## src/hw/rtl/nbrs_pkg.sv

```systemverilog
// Package for the nine-byte rejection sampler: state and result types,
// register map and fixed constants. No dependencies.
`default_nettype none

package nbrs_pkg;

    // Widths fixed by the item fields
    localparam int BYTE_W     = 8;
    localparam int COEFF_W    = 9;
    localparam int INDEX_W    = 10;
    localparam int MODULUS_W  = 10;
    localparam int COUNT_W    = 11;
    localparam int POS_W      = 4;

    // Upper bound on the number of coefficients in one run
    localparam int MAX_COEFFS = 1024;

    // Last candidate byte position inside a nine-byte group
    localparam logic [POS_W-1:0] GROUP_LAST = 4'd8;

    // Configuration register map (byte address 4*i)
    localparam int PADDR_W = 3;
    typedef enum logic [0:0] {
        REG_MODULUS = 1'b0,
        REG_WANTED  = 1'b1
    } reg_index_t;

    localparam logic [MODULUS_W-1:0] MODULUS_RESET = 10'd512;
    localparam logic [COUNT_W-1:0]   WANTED_RESET  = 11'd512;

    typedef struct packed {
        logic [BYTE_W-1:0]  low_bit_byte;
        logic [POS_W-1:0]   group_position;
        logic [COUNT_W-1:0] accepted_count;
    } sampler_state_t;

    typedef struct packed {
        logic               valid;
        logic [COEFF_W-1:0] coefficient;
        logic [INDEX_W-1:0] coeff_index;
        logic               final_res;
    } sample_result_t;

endpackage

`default_nettype wire

```

## src/hw/rtl/nbrs_if.sv

```systemverilog
// Valid/ready channel interfaces for the sampler's byte input and
// coefficient output. Depends on nbrs_pkg.
`default_nettype none

interface nbrs_in_if
    import nbrs_pkg::*;
();
    logic              valid;
    logic              ready;
    logic [BYTE_W-1:0] rand_byte;
    logic              restart;

    modport source (output valid, output rand_byte, output restart, input ready);
    modport sink   (input valid, input rand_byte, input restart, output ready);
endinterface

interface nbrs_out_if
    import nbrs_pkg::*;
();
    logic               valid;
    logic               ready;
    logic [COEFF_W-1:0] coefficient;
    logic [INDEX_W-1:0] coeff_index;
    logic               final_res;

    modport source (output valid, output coefficient, output coeff_index,
                    output final_res, input ready);
    modport sink   (input valid, input coefficient, input coeff_index,
                    input final_res, output ready);
endinterface

`default_nettype wire

```

## src/hw/rtl/nine_bit_rejection_sampler.sv

```systemverilog
// Top level of the nine-byte rejection sampler: APB registers, input
// register, step logic and result register. Depends on nbrs_pkg, nbrs_if, nbrs_step.
//
//  channel   dir  payload                                 transfer when
//  -------   ---  --------------------------------------  ---------------------
//  in_ch     in   rand_byte[7:0], restart                 valid && ready
//  out_ch    out  coefficient[8:0], coeff_index[9:0],     valid && ready
//                 final_res
//  apb       in   modulus @0x0 (10b), wanted_count @0x4   psel&penable&pwrite
//
//  One byte per cycle while the output is not stalled; a byte passes from input
//  transfer to result through the input register, then step logic into the result register.
//  The step reads and writes the sampler state in the same cycle, which sets the rate.
//  rst_n clears state, valid flags and registers to their defaults at once.
//  A stalled output holds the result; the input register keeps taking a
//  byte whenever it is empty or the result register is free or draining.
`default_nettype none

module nine_bit_rejection_sampler
    import nbrs_pkg::*;
(
    input  wire logic               clk,
    input  wire logic               rst_n,
    nbrs_in_if.sink                 in_ch,
    nbrs_out_if.source              out_ch,
    input  wire logic               psel,
    input  wire logic               penable,
    input  wire logic               pwrite,
    input  wire logic [PADDR_W-1:0] paddr,
    input  wire logic [31:0]        pwdata,
    output logic [31:0]             prdata,
    output logic                    pready
);

    // ---------------- configuration registers ----------------
    logic [MODULUS_W-1:0] modulus_reg;
    logic [COUNT_W-1:0]   wanted_reg;
    logic                 cfg_write;
    reg_index_t           cfg_sel;

    assign pready    = 1'b1;
    assign cfg_write = psel && penable && pwrite;
    assign cfg_sel   = reg_index_t'(paddr[2]);

    always_ff @(posedge clk or negedge rst_n)
    begin
        if (!rst_n)
        begin
            modulus_reg <= MODULUS_RESET;
            wanted_reg  <= WANTED_RESET;
        end
        else if (cfg_write)
        begin
            case (cfg_sel)
                REG_MODULUS: modulus_reg <= pwdata[MODULUS_W-1:0];
                REG_WANTED:  wanted_reg  <= pwdata[COUNT_W-1:0];
                default: ;
            endcase
        end
    end

    always_comb
    begin
        case (cfg_sel)
            REG_MODULUS: prdata = {22'd0, modulus_reg};
            REG_WANTED:  prdata = {21'd0, wanted_reg};
            default:     prdata = '0;
        endcase
    end

    // effective wanted count, clamped to the run limit
    logic [COUNT_W-1:0] want;
    assign want = ({2'b00, wanted_reg} > 13'(MAX_COEFFS)) ? COUNT_W'(MAX_COEFFS)
                                                          : wanted_reg;

    // ---------------- input register ----------------
    logic              s1_valid_reg;
    logic [BYTE_W-1:0] s1_byte_reg;
    logic              s1_restart_reg;
    logic              out_valid_reg;
    logic              advance;

    // step fires when the result register is free or draining this cycle
    assign advance     = s1_valid_reg && (!out_valid_reg || out_ch.ready);
    assign in_ch.ready = !s1_valid_reg || advance;

    always_ff @(posedge clk or negedge rst_n)
    begin
        if (!rst_n)
        begin
            s1_valid_reg <= 1'b0;
        end
        else if (in_ch.ready)
        begin
            s1_valid_reg <= in_ch.valid;
        end
    end

    always_ff @(posedge clk)
    begin
        if (in_ch.valid && in_ch.ready)
        begin
            s1_byte_reg    <= in_ch.rand_byte;
            s1_restart_reg <= in_ch.restart;
        end
    end

    // ---------------- sampler state and step ----------------
    sampler_state_t state_reg;
    sampler_state_t state_next;
    sample_result_t step_res;

    nbrs_step u_step (
        .state      (state_reg),
        .rand_byte  (s1_byte_reg),
        .restart    (s1_restart_reg),
        .modulus    (modulus_reg),
        .want       (want),
        .state_next (state_next),
        .res        (step_res)
    );

    always_ff @(posedge clk or negedge rst_n)
    begin
        if (!rst_n)
        begin
            state_reg <= '0;
        end
        else if (advance)
        begin
            state_reg <= state_next;
        end
    end

    // ---------------- result register ----------------
    logic               out_valid_next;
    logic [COEFF_W-1:0] coeff_reg;
    logic [INDEX_W-1:0] index_reg;
    logic               final_reg;

    always_comb
    begin
        if (advance)
            out_valid_next = step_res.valid;
        else if (out_ch.ready)
            out_valid_next = 1'b0;
        else
            out_valid_next = out_valid_reg;
    end

    always_ff @(posedge clk or negedge rst_n)
    begin
        if (!rst_n)
            out_valid_reg <= 1'b0;
        else
            out_valid_reg <= out_valid_next;
    end

    always_ff @(posedge clk)
    begin
        if (advance && step_res.valid)
        begin
            coeff_reg <= step_res.coefficient;
            index_reg <= step_res.coeff_index;
            final_reg <= step_res.final_res;
        end
    end

    assign out_ch.valid       = out_valid_reg;
    assign out_ch.coefficient = coeff_reg;
    assign out_ch.coeff_index = index_reg;
    assign out_ch.final_res   = final_reg;

    // ---------------- assertions ----------------
    // a held result always passed the modulus compare
    a_coeff_below_modulus: assert property (@(posedge clk) disable iff (!rst_n)
        out_valid_reg |-> ({1'b0, coeff_reg} < modulus_reg))
        else $error("coefficient not below modulus");

    // the last coefficient of a run sits at index want-1
    a_final_index: assert property (@(posedge clk) disable iff (!rst_n)
        (out_valid_reg && final_reg) |-> ({1'b0, index_reg} + 11'd1 == want))
        else $error("final_res at wrong index");

    // group position stays inside a nine-byte group
    a_position_range: assert property (@(posedge clk) disable iff (!rst_n)
        state_reg.group_position <= GROUP_LAST)
        else $error("group position out of range");

    // a stalled result register with a waiting byte blocks the input
    a_backpressure: assert property (@(posedge clk) disable iff (!rst_n)
        (s1_valid_reg && out_valid_reg && !out_ch.ready) |-> !in_ch.ready)
        else $error("input taken while pipeline is blocked");

endmodule

`default_nettype wire

```

## src/hw/rtl/nbrs_step.sv

```systemverilog
// Per-byte sampling step: group tracking, candidate forming, compare
// against the modulus and count update. Depends on nbrs_pkg.
`default_nettype none

module nbrs_step
    import nbrs_pkg::*;
(
    input  sampler_state_t        state,
    input  logic [BYTE_W-1:0]     rand_byte,
    input  logic                  restart,
    input  logic [MODULUS_W-1:0]  modulus,
    input  logic [COUNT_W-1:0]    want,
    output sampler_state_t        state_next,
    output sample_result_t        res
);

    sampler_state_t     cur;
    logic [2:0]         bit_sel;
    logic [COEFF_W-1:0] cand;
    logic [COUNT_W-1:0] count_inc;

    always_comb
    begin
        cur = restart ? '0 : state;
        state_next = cur;
        res = '0;
        bit_sel = 3'(cur.group_position - 4'd1);
        cand = {rand_byte, cur.low_bit_byte[bit_sel]};
        count_inc = cur.accepted_count + 11'd1;

        // run complete: byte is dropped with no state change
        if (cur.accepted_count < want)
        begin
            if (!(cur.group_position inside {[4'd1:GROUP_LAST]}))
            begin
                state_next.low_bit_byte   = rand_byte;
                state_next.group_position = 4'd1;
            end
            else
            begin
                state_next.group_position = (cur.group_position >= GROUP_LAST) ?
                                            '0 : cur.group_position + 4'd1;
                if ({1'b0, cand} < modulus)
                begin
                    res.valid       = 1'b1;
                    res.coefficient = cand;
                    res.coeff_index = cur.accepted_count[INDEX_W-1:0];
                    res.final_res   = (count_inc == want);
                    state_next.accepted_count = count_inc;
                end
            end
        end
    end

endmodule

`default_nettype wire

```

## src/flat_wrapper.sv

```systemverilog
// flat-port wrapper written by rule: the top's interface ports become plain ports
module nine_bit_rejection_sampler_flat import nbrs_pkg::*;
  (clk, rst_n, psel, penable, pwrite, paddr, pwdata, prdata, pready, in_ch_valid, in_ch_rand_byte, in_ch_restart, in_ch_ready, out_ch_valid, out_ch_coefficient, out_ch_coeff_index, out_ch_final_res, out_ch_ready);
  nbrs_in_if in_ch_i ();
  nbrs_out_if out_ch_i ();
  input  wire logic clk;
  input  wire logic rst_n;
  input  wire logic psel;
  input  wire logic penable;
  input  wire logic pwrite;
  input  wire logic [PADDR_W-1:0] paddr;
  input  wire logic [31:0] pwdata;
  output logic [31:0] prdata;
  output logic pready;
  input wire logic [$bits(in_ch_i.valid)-1:0] in_ch_valid;
  input wire logic [$bits(in_ch_i.rand_byte)-1:0] in_ch_rand_byte;
  input wire logic [$bits(in_ch_i.restart)-1:0] in_ch_restart;
  output wire logic [$bits(in_ch_i.ready)-1:0] in_ch_ready;
  output wire logic [$bits(out_ch_i.valid)-1:0] out_ch_valid;
  output wire logic [$bits(out_ch_i.coefficient)-1:0] out_ch_coefficient;
  output wire logic [$bits(out_ch_i.coeff_index)-1:0] out_ch_coeff_index;
  output wire logic [$bits(out_ch_i.final_res)-1:0] out_ch_final_res;
  input wire logic [$bits(out_ch_i.ready)-1:0] out_ch_ready;
  assign in_ch_i.valid = in_ch_valid;
  assign in_ch_i.rand_byte = in_ch_rand_byte;
  assign in_ch_i.restart = in_ch_restart;
  assign in_ch_ready = in_ch_i.ready;
  assign out_ch_valid = out_ch_i.valid;
  assign out_ch_coefficient = out_ch_i.coefficient;
  assign out_ch_coeff_index = out_ch_i.coeff_index;
  assign out_ch_final_res = out_ch_i.final_res;
  assign out_ch_i.ready = out_ch_ready;
  nine_bit_rejection_sampler u_core (.clk(clk), .rst_n(rst_n), .in_ch(in_ch_i), .out_ch(out_ch_i), .psel(psel), .penable(penable), .pwrite(pwrite), .paddr(paddr), .pwdata(pwdata), .prdata(prdata), .pready(pready));
endmodule
```

## config.mk

```make
export PLATFORM = sky130hd
export DESIGN_NAME = nine_bit_rejection_sampler_flat
export DESIGN_NICKNAME = d
export VERILOG_FILES = /design/src/hw/rtl/nbrs_pkg.sv /design/src/hw/rtl/nbrs_if.sv /design/src/hw/rtl/nine_bit_rejection_sampler.sv /design/src/hw/rtl/nbrs_step.sv /design/src/flat_wrapper.sv
export SDC_FILE = /design/constraint.sdc
export NUM_CORES = 1
export LEC_CHECK = 0
export BUFFER_PORTS_ARGS = -buffer_cell sky130_fd_sc_hd__buf_2
export CORE_MARGIN = 8
export CORE_UTILIZATION = 55
export CTS_CLUSTER_SIZE = 8
export DETAILED_ROUTE_END_ITERATION = 8
export PLACE_DENSITY = 0.81
export REMOVE_ABC_BUFFERS = 1
export SKIP_LAST_GASP = 1
export SLEW_MARGIN = 20
export SYNTH_ARGS = -nofsm -noshare
export SYNTH_HDL_FRONTEND = slang
export SYNTH_HIERARCHICAL = 1
export SYNTH_SLANG_ARGS = --single-unit
```

## constraint.sdc

```tcl
create_clock -name clk -period 5.71 [get_ports clk]
set_input_delay 0.8565 -clock clk [delete_from_list [all_inputs] [get_ports clk]]
set_output_delay 0.8565 -clock clk [all_outputs]
set_load 0.01 [all_outputs]
```

After elaboration in Yosys (flattened, before gate mapping)
Index checks and enable logic that the tools add are counted.
W data, S select, Z words.

word-level totals
  output and inout port bits = 55
  flip-flop bits (word level) = 75
  input port bits = 51
  logic and storage cells = 54

cells by class
  reduce and logical (&&, ||, !) cells = 14
  order comparisons = 7
  mux-type cells = 16
  eq/ne operators = 1
  add/sub/neg operators = 3
  bitwise logic cells = 1

operators by type and width
  cell                     number
  $pmux W32 S2             1
  $mux W21                 3
  $mux W23                 2
  $mux W11                 3
  $add A11 B1 Y11 const B  1
  $eq A11 B11 Y1           1
  $gt A11 B11 Y1 const B   1
  $lt A11 B11 Y1           1
  $lt A9 B10 Y1            1
  $mux W4                  2
  $mux W8                  1
  $logic_and A1 B1 Y1      6
  $add A4 B1 Y4 const B    1
  $ge A4 B1 Y1 const B     1
  $ge A4 B4 Y1 const B     1
  $le A4 B4 Y1 const B     1
  $lt A3 B4 Y1 const B     1
  $reduce_and A2 Y1        2
  $bmux W1 S3              1
  $mux W1                  3
  $reduce_and A3 Y1        1
  $sub A3 B1 Y3 const B    1
  $logic_not A1 Y1         2
  $logic_or A1 B1 Y1       2
  other kinds (2)          2

Logic depth before layout (Yosys ltp)
  depth in word-level cells = 9
  gate-level depth with buffers = 15

By module
Netlist, hierarchy kept.

modules (own cells, without submodules)
  module                      area each (sq um)  instances  cells an instance  sequential area each (sq um)
  nine_bit_rejection_sampler  3050.4             1          182                2024.4
  nbrs_step                   1855.5             1          263                0.0

Least setup slack after synthesis
Ideal clock, no wire load.

  path kind = reg-to-reg
  start point = register u_core.s1_restart_reg
  end point = register u_core.index_reg[0], in the netlist u_core/out_ch.coeff_index[0], enable pin
  path buffers = 4
  data arrival time = 3641 ps
  slack = 1672 ps
  stages on the path, launching flop included = 15
  data required time = 5313 ps
  cell sequence = edfxtp_1 buf_2 clkbuf_1 clkbuf_1 nand2b_1 ha_1 buf_6 mux2_2 a2111oi_2 o31ai_2 inv_1 nand2b_1 inv_1 nand2_1 nor2_1

RTL lines
  element                 RTL line                           RTL
  from (decl)             nine_bit_rejection_sampler.sv:79   logic s1_restart_reg;
  from (signal assigned)  nine_bit_rejection_sampler.sv:104  s1_restart_reg <= in_ch.restart;
  to (signal assigned)    nine_bit_rejection_sampler.sv:164  index_reg <= step_res.coeff_index;
  to (decl)               nine_bit_rejection_sampler.sv:138  logic [INDEX_W-1:0] index_reg;

==> results.md <==
Run status:
- The flow ran to the end, and the final reports show no timing, DRC or antenna violations.

Clock network:
- No sink is reached through more buffers than the 2 on the longest clock path.
- The clock transition at the registers of the reported paths is 80 ps.
- In this run, post-CTS repair resized a total of 0 instances.
- The number of setup buffers added after CTS is 0.
- The count of H-tree levels built during CTS is 3.
- The TritonCTS clock tree is done.
- For the worst-skew pair, the clock arrives at the later sink with an insertion delay of 350 ps.
- CTS placed an instance of clkbuf_8 at the clock tree root.
- The number of CTS-inserted buffers is 9.
- The hold-fix buffer count after cts is 0.
- The number of clock sinks is 75.

Worst setup path:
- Setup slack on the worst reg-to-reg path comes out at 1760 ps.
- Of all nets on the critical path, the largest fanout is 20.
- The worst setup path is of the reg -> reg kind.
- The arrival time of the worst setup path is 3930 ps.
- The endpoint identified for the worst register-to-register timing path is u_core/out_ch.coeff_index[9].
- The cell type group with the largest total delay on the critical path is simple AND/OR/NAND/NOR gates.
- Walking the worst path, the cells encountered are buf_4 -> nor2_1 -> ha_1 -> mux2_2 -> a2111oi_2 -> o31ai_2 -> inv_1 -> nand2b_1 -> inv_1 -> nand2_1 -> nor2_4.
- The slowest stage of the critical path is the nor2_4 cell.
- STA classifies the critical path endpoint as a flop.
- The worst setup path is launched from a flop.
- The origin of the critical flop-to-flop path is u_core/s1_restart_reg.
- For the worst setup path, the data required time is 5690 ps.
- The number of cell instances on the worst register-to-register path is 11.
- In this design, the critical path's most frequently occurring cell is inv_1.
- The delay of the slowest cell on the worst path is 540 ps.
- The critical path contains buffers and inverters numbering 3 combined.

Drt:
- The final routed wirelength across all metal layers is 10,600 microns.
- The final route contains 3,379 vias.
- The number of search-and-repair iterations in the first detailed-routing pass is 4.
- The routed length per placed instance is 17.3 microns.
- In the routed layout, each cell is associated on average with a via count of 5.51.
- The number of DRC markers in iteration 0 is 177.
- The detail route stage leaves a number of antenna-violating nets equal to 0.
- The total DRC errors in the routed layout is 0.

Synthesis:
- Dividing the synthesized area by the synthesized cell count gives 11.0 sq um.
- The synthesis warning total is 6.
- Counting flops and latches in the post-synthesis netlist gives 75.
- Synthesis instantiated 64 different standard cells from the library.
- The sequential area share after synthesis is 41.3%.
- Ranked by total cell area, the synthesized netlist is headed by dfrtp_1 (22%), edfxtp_1 (18%), mux2_2 (13%).
- The biggest area consumer among synthesized cells is dfrtp_1.
- The summed instance area of the synthesized netlist is 4910 sq um.
- In the synthesized netlist the async set-or-reset flop fraction comes to 61.3%.
- The most used flip-flop cell after synthesis is dfrtp_1.
- In this run the biggest area consumer among cell types represents 22.4% of the synthesized area.
- Yosys mapped a number of flops with a built-in enable equal to 29.
- The cell count after synthesis is 445.

Die:
- The initialized floorplan defines 34 standard-cell rows.
- The core region is 8680 sq um.
- The boundary pin count is 106.
- The die outline area is 12,200 sq um.
- The starting density of the core is 56.5%.
- The vertical die dimension is 110 microns.
- In this run the horizontal extent of the chip is 110 microns.

Worst hold path:
- The min-delay analysis places its worst path in the category in -> async.

Power:
- The standby leakage power is 2.43 nW.
- The worst vdd rail ir drop is 169 uV.
- Dividing total power by cell area gives a power density of 374 nW/um^2.

STA:
- The final number of hold-violating endpoints is 0.
- The minimum period implied by the final worst setup slack is 3950 ps.
- The count of pins over their slew limit is 0.
- The worst setup skew after layout is 12.0 ps.
- The worst hold margin is 516 ps.
- Setup repair after global routing left no endpoint under its margin.
- The worst slew margin relative to its limit is 37.3%.
- Setup violations remaining at the end of the flow were counted as 0.
- In the finished design, the share of the clock period the worst path needs comes to 69.1%.
- For the pin with the worst max-slew slack, the measured transition is 936 ps.
- The timing-limited maximum frequency is 0.253 GHz.
- After routing, the total negative slack on setup checks comes to 0 ps.

Layout:
- The area of the multi-input gates is 2520 sq um.
- In the final design database the tool counted 573 nets.
- The register with the most flip-flops in the layout has 23 of them.
- From synthesis to final layout, the design area changed by 8.95%.
- The fraction of final layout cells with drive strength greater than 1 is 33.3%.
- The number of filler instances in the final layout is 710.
- The sequential cells in the finished layout cover a total of 2020 sq um.
- Cells fill 61.6% of the core in the end.
- The number of antenna diodes in the final layout is 0.

GRT:
- The number of antenna violations at the first check in global routing is 0.
- The total routing resource utilization after global routing is 17.6%.
- Summed over all layers, the global routing overflow is 0.
- Entering global routing, the biggest net connects 47 pins.
- The via count of the first global-routing pass is 3,675.
- The first global-routing pass estimated 17,900 microns of wire.

Placement:
- Buffers placed on the I/O ports in this run total 60.
- Detailed placement ended at an HPWL of 7900 microns.
- The congestion estimate from routability-driven global placement came to 0.881.

Run:
- The number of violations of the max-capacitance limit is 0.
==> where the power goes <==
| part | internal, W | total [W] | switching [W] |
|---|---|---|---|
| clock network | 0.000160 | 0.000373 | 0.000213 |
| registers | 0.000708 | 0.000808 | 0.0000991 |
| logic | 0.000377 | 0.000818 | 0.000441 |
| total | 0.00125 | 0.00200 | 0.000753 |
==> how the worst max path moves through the flow <==
stage / startpoint / end / slack (ps) / depth (start not counted)
after global routing: u_core/s1_restart_reg / u_core/out_ch.coeff_index[4] / 1520 / 11
after floorplan: u_core/s1_restart_reg / u_core/out_ch.coeff_index[0] / 1220 / 11
after CTS: u_core/s1_restart_reg / u_core/out_ch.coeff_index[9] / 1410 / 11
final: u_core/s1_restart_reg / u_core/out_ch.coeff_index[9] / 1760 / 11
after global placement: u_core/s1_restart_reg / u_core/out_ch.coeff_index[0] / 1530 / 11
after detailed placement: u_core/s1_restart_reg / u_core/out_ch.coeff_index[0] / 1440 / 11
==> Yosys cell counts, types with 2 or more instances <==
library cell	n
buf_4	22
o21bai_1	2
edfxtp_1	29
o21ai_0	9
nor3_2	2
dfstp_2	2
buf_2	6
inv_1	38
mux2_4	14
and2b_1	2
a211oi_1	2
nor2_1	21
a21oi_1	12
nand2b_1	11
dfrtp_1	44
a22oi_1	2
clkbuf_1	6
nor4_1	4
buf_6	7
nand3_1	2
mux2_2	55
xor2_1	5
and4_1	2
and2_1	10
nand2_1	18
or3_1	2
nor4_2	4
nor3_1	8
a2111oi_2	2
xnor2_1	16
nor2b_1	22
a31oi_1	2
and3_1	2
ha_1	22
conb_1	2
nand4_1	4
mux2i_1	5
==> routing by layer <==
metal  wire length (microns)  track usage [%]  vias up
met5                       0                0        -
met4                     227             7.39        0
met3                     447             3.84       17
met2                    5300             29.4       86
met1                    4650             21.3     1662
li1                        -                -     1614
==> logic make-up (layout without fill, tap and decap cells) <==
logic type               count (synthesis)  in the layout  share of synthesized area [%]
AO/OA/AOI/OAI                           45             45                           6.48
XOR/XNOR                                21             21                           3.75
adder cells (fa/ha/maj)                 22             22                           5.61
buffers and inverters                   80            120                           9.03
flip-flops                              75             75                           41.3
multiplexers                            74             74                           17.9
other                                    2             22                          0.153
AND/OR/NAND/NOR                        126            126                           15.8
==> metrics by stage <==
step	instance area, sq um	worst slack [ps]	instances	total power, W
after floorplan	4680	1220	423	0.00137
after global placement	5160	1530	597	0.00159
after detailed placement	5160	1440	597	0.00163
after CTS	5340	1410	613	0.00201
after global routing	5350	1520	613	0.00212
final	5350	1760	613	0.00200
==> worst register-to-register path: cells and delay by family, from the launching register on <==
| kind | cells | cell delay (ps) |
|---|---|---|
| compound gates | 2 | 520 |
| flops | 1 | 520 |
| simple gates | 4 | 1130 |
| fa+ha+maj | 1 | 360 |
| mux | 1 | 390 |
| buf+inv | 3 | 670 |
==> area by class of cell <==
cell class                      instances  area share (%)
Clock inverter                          7           0.936
Timing Repair Buffer                   66            6.51
Tap cell                              108            2.53
Sequential cell                        75            37.9
Multi-Input combinational cell        310            47.2
Clock buffer                            9            2.32
Inverter                               38            2.67
==> cells in the final DEF (no fill, tap or decap), types with 16 or more instances in the layout <==
master / n
mux2_2: 55
xnor2_1: 16
nor2b_1: 22
nand2_1: 18
ha_1: 22
conb_1: 22
dfrtp_1: 44
edfxtp_1: 29
inv_1: 38
buf_2: 59
nor2_1: 20
Power figures use the tool's default switching activity.
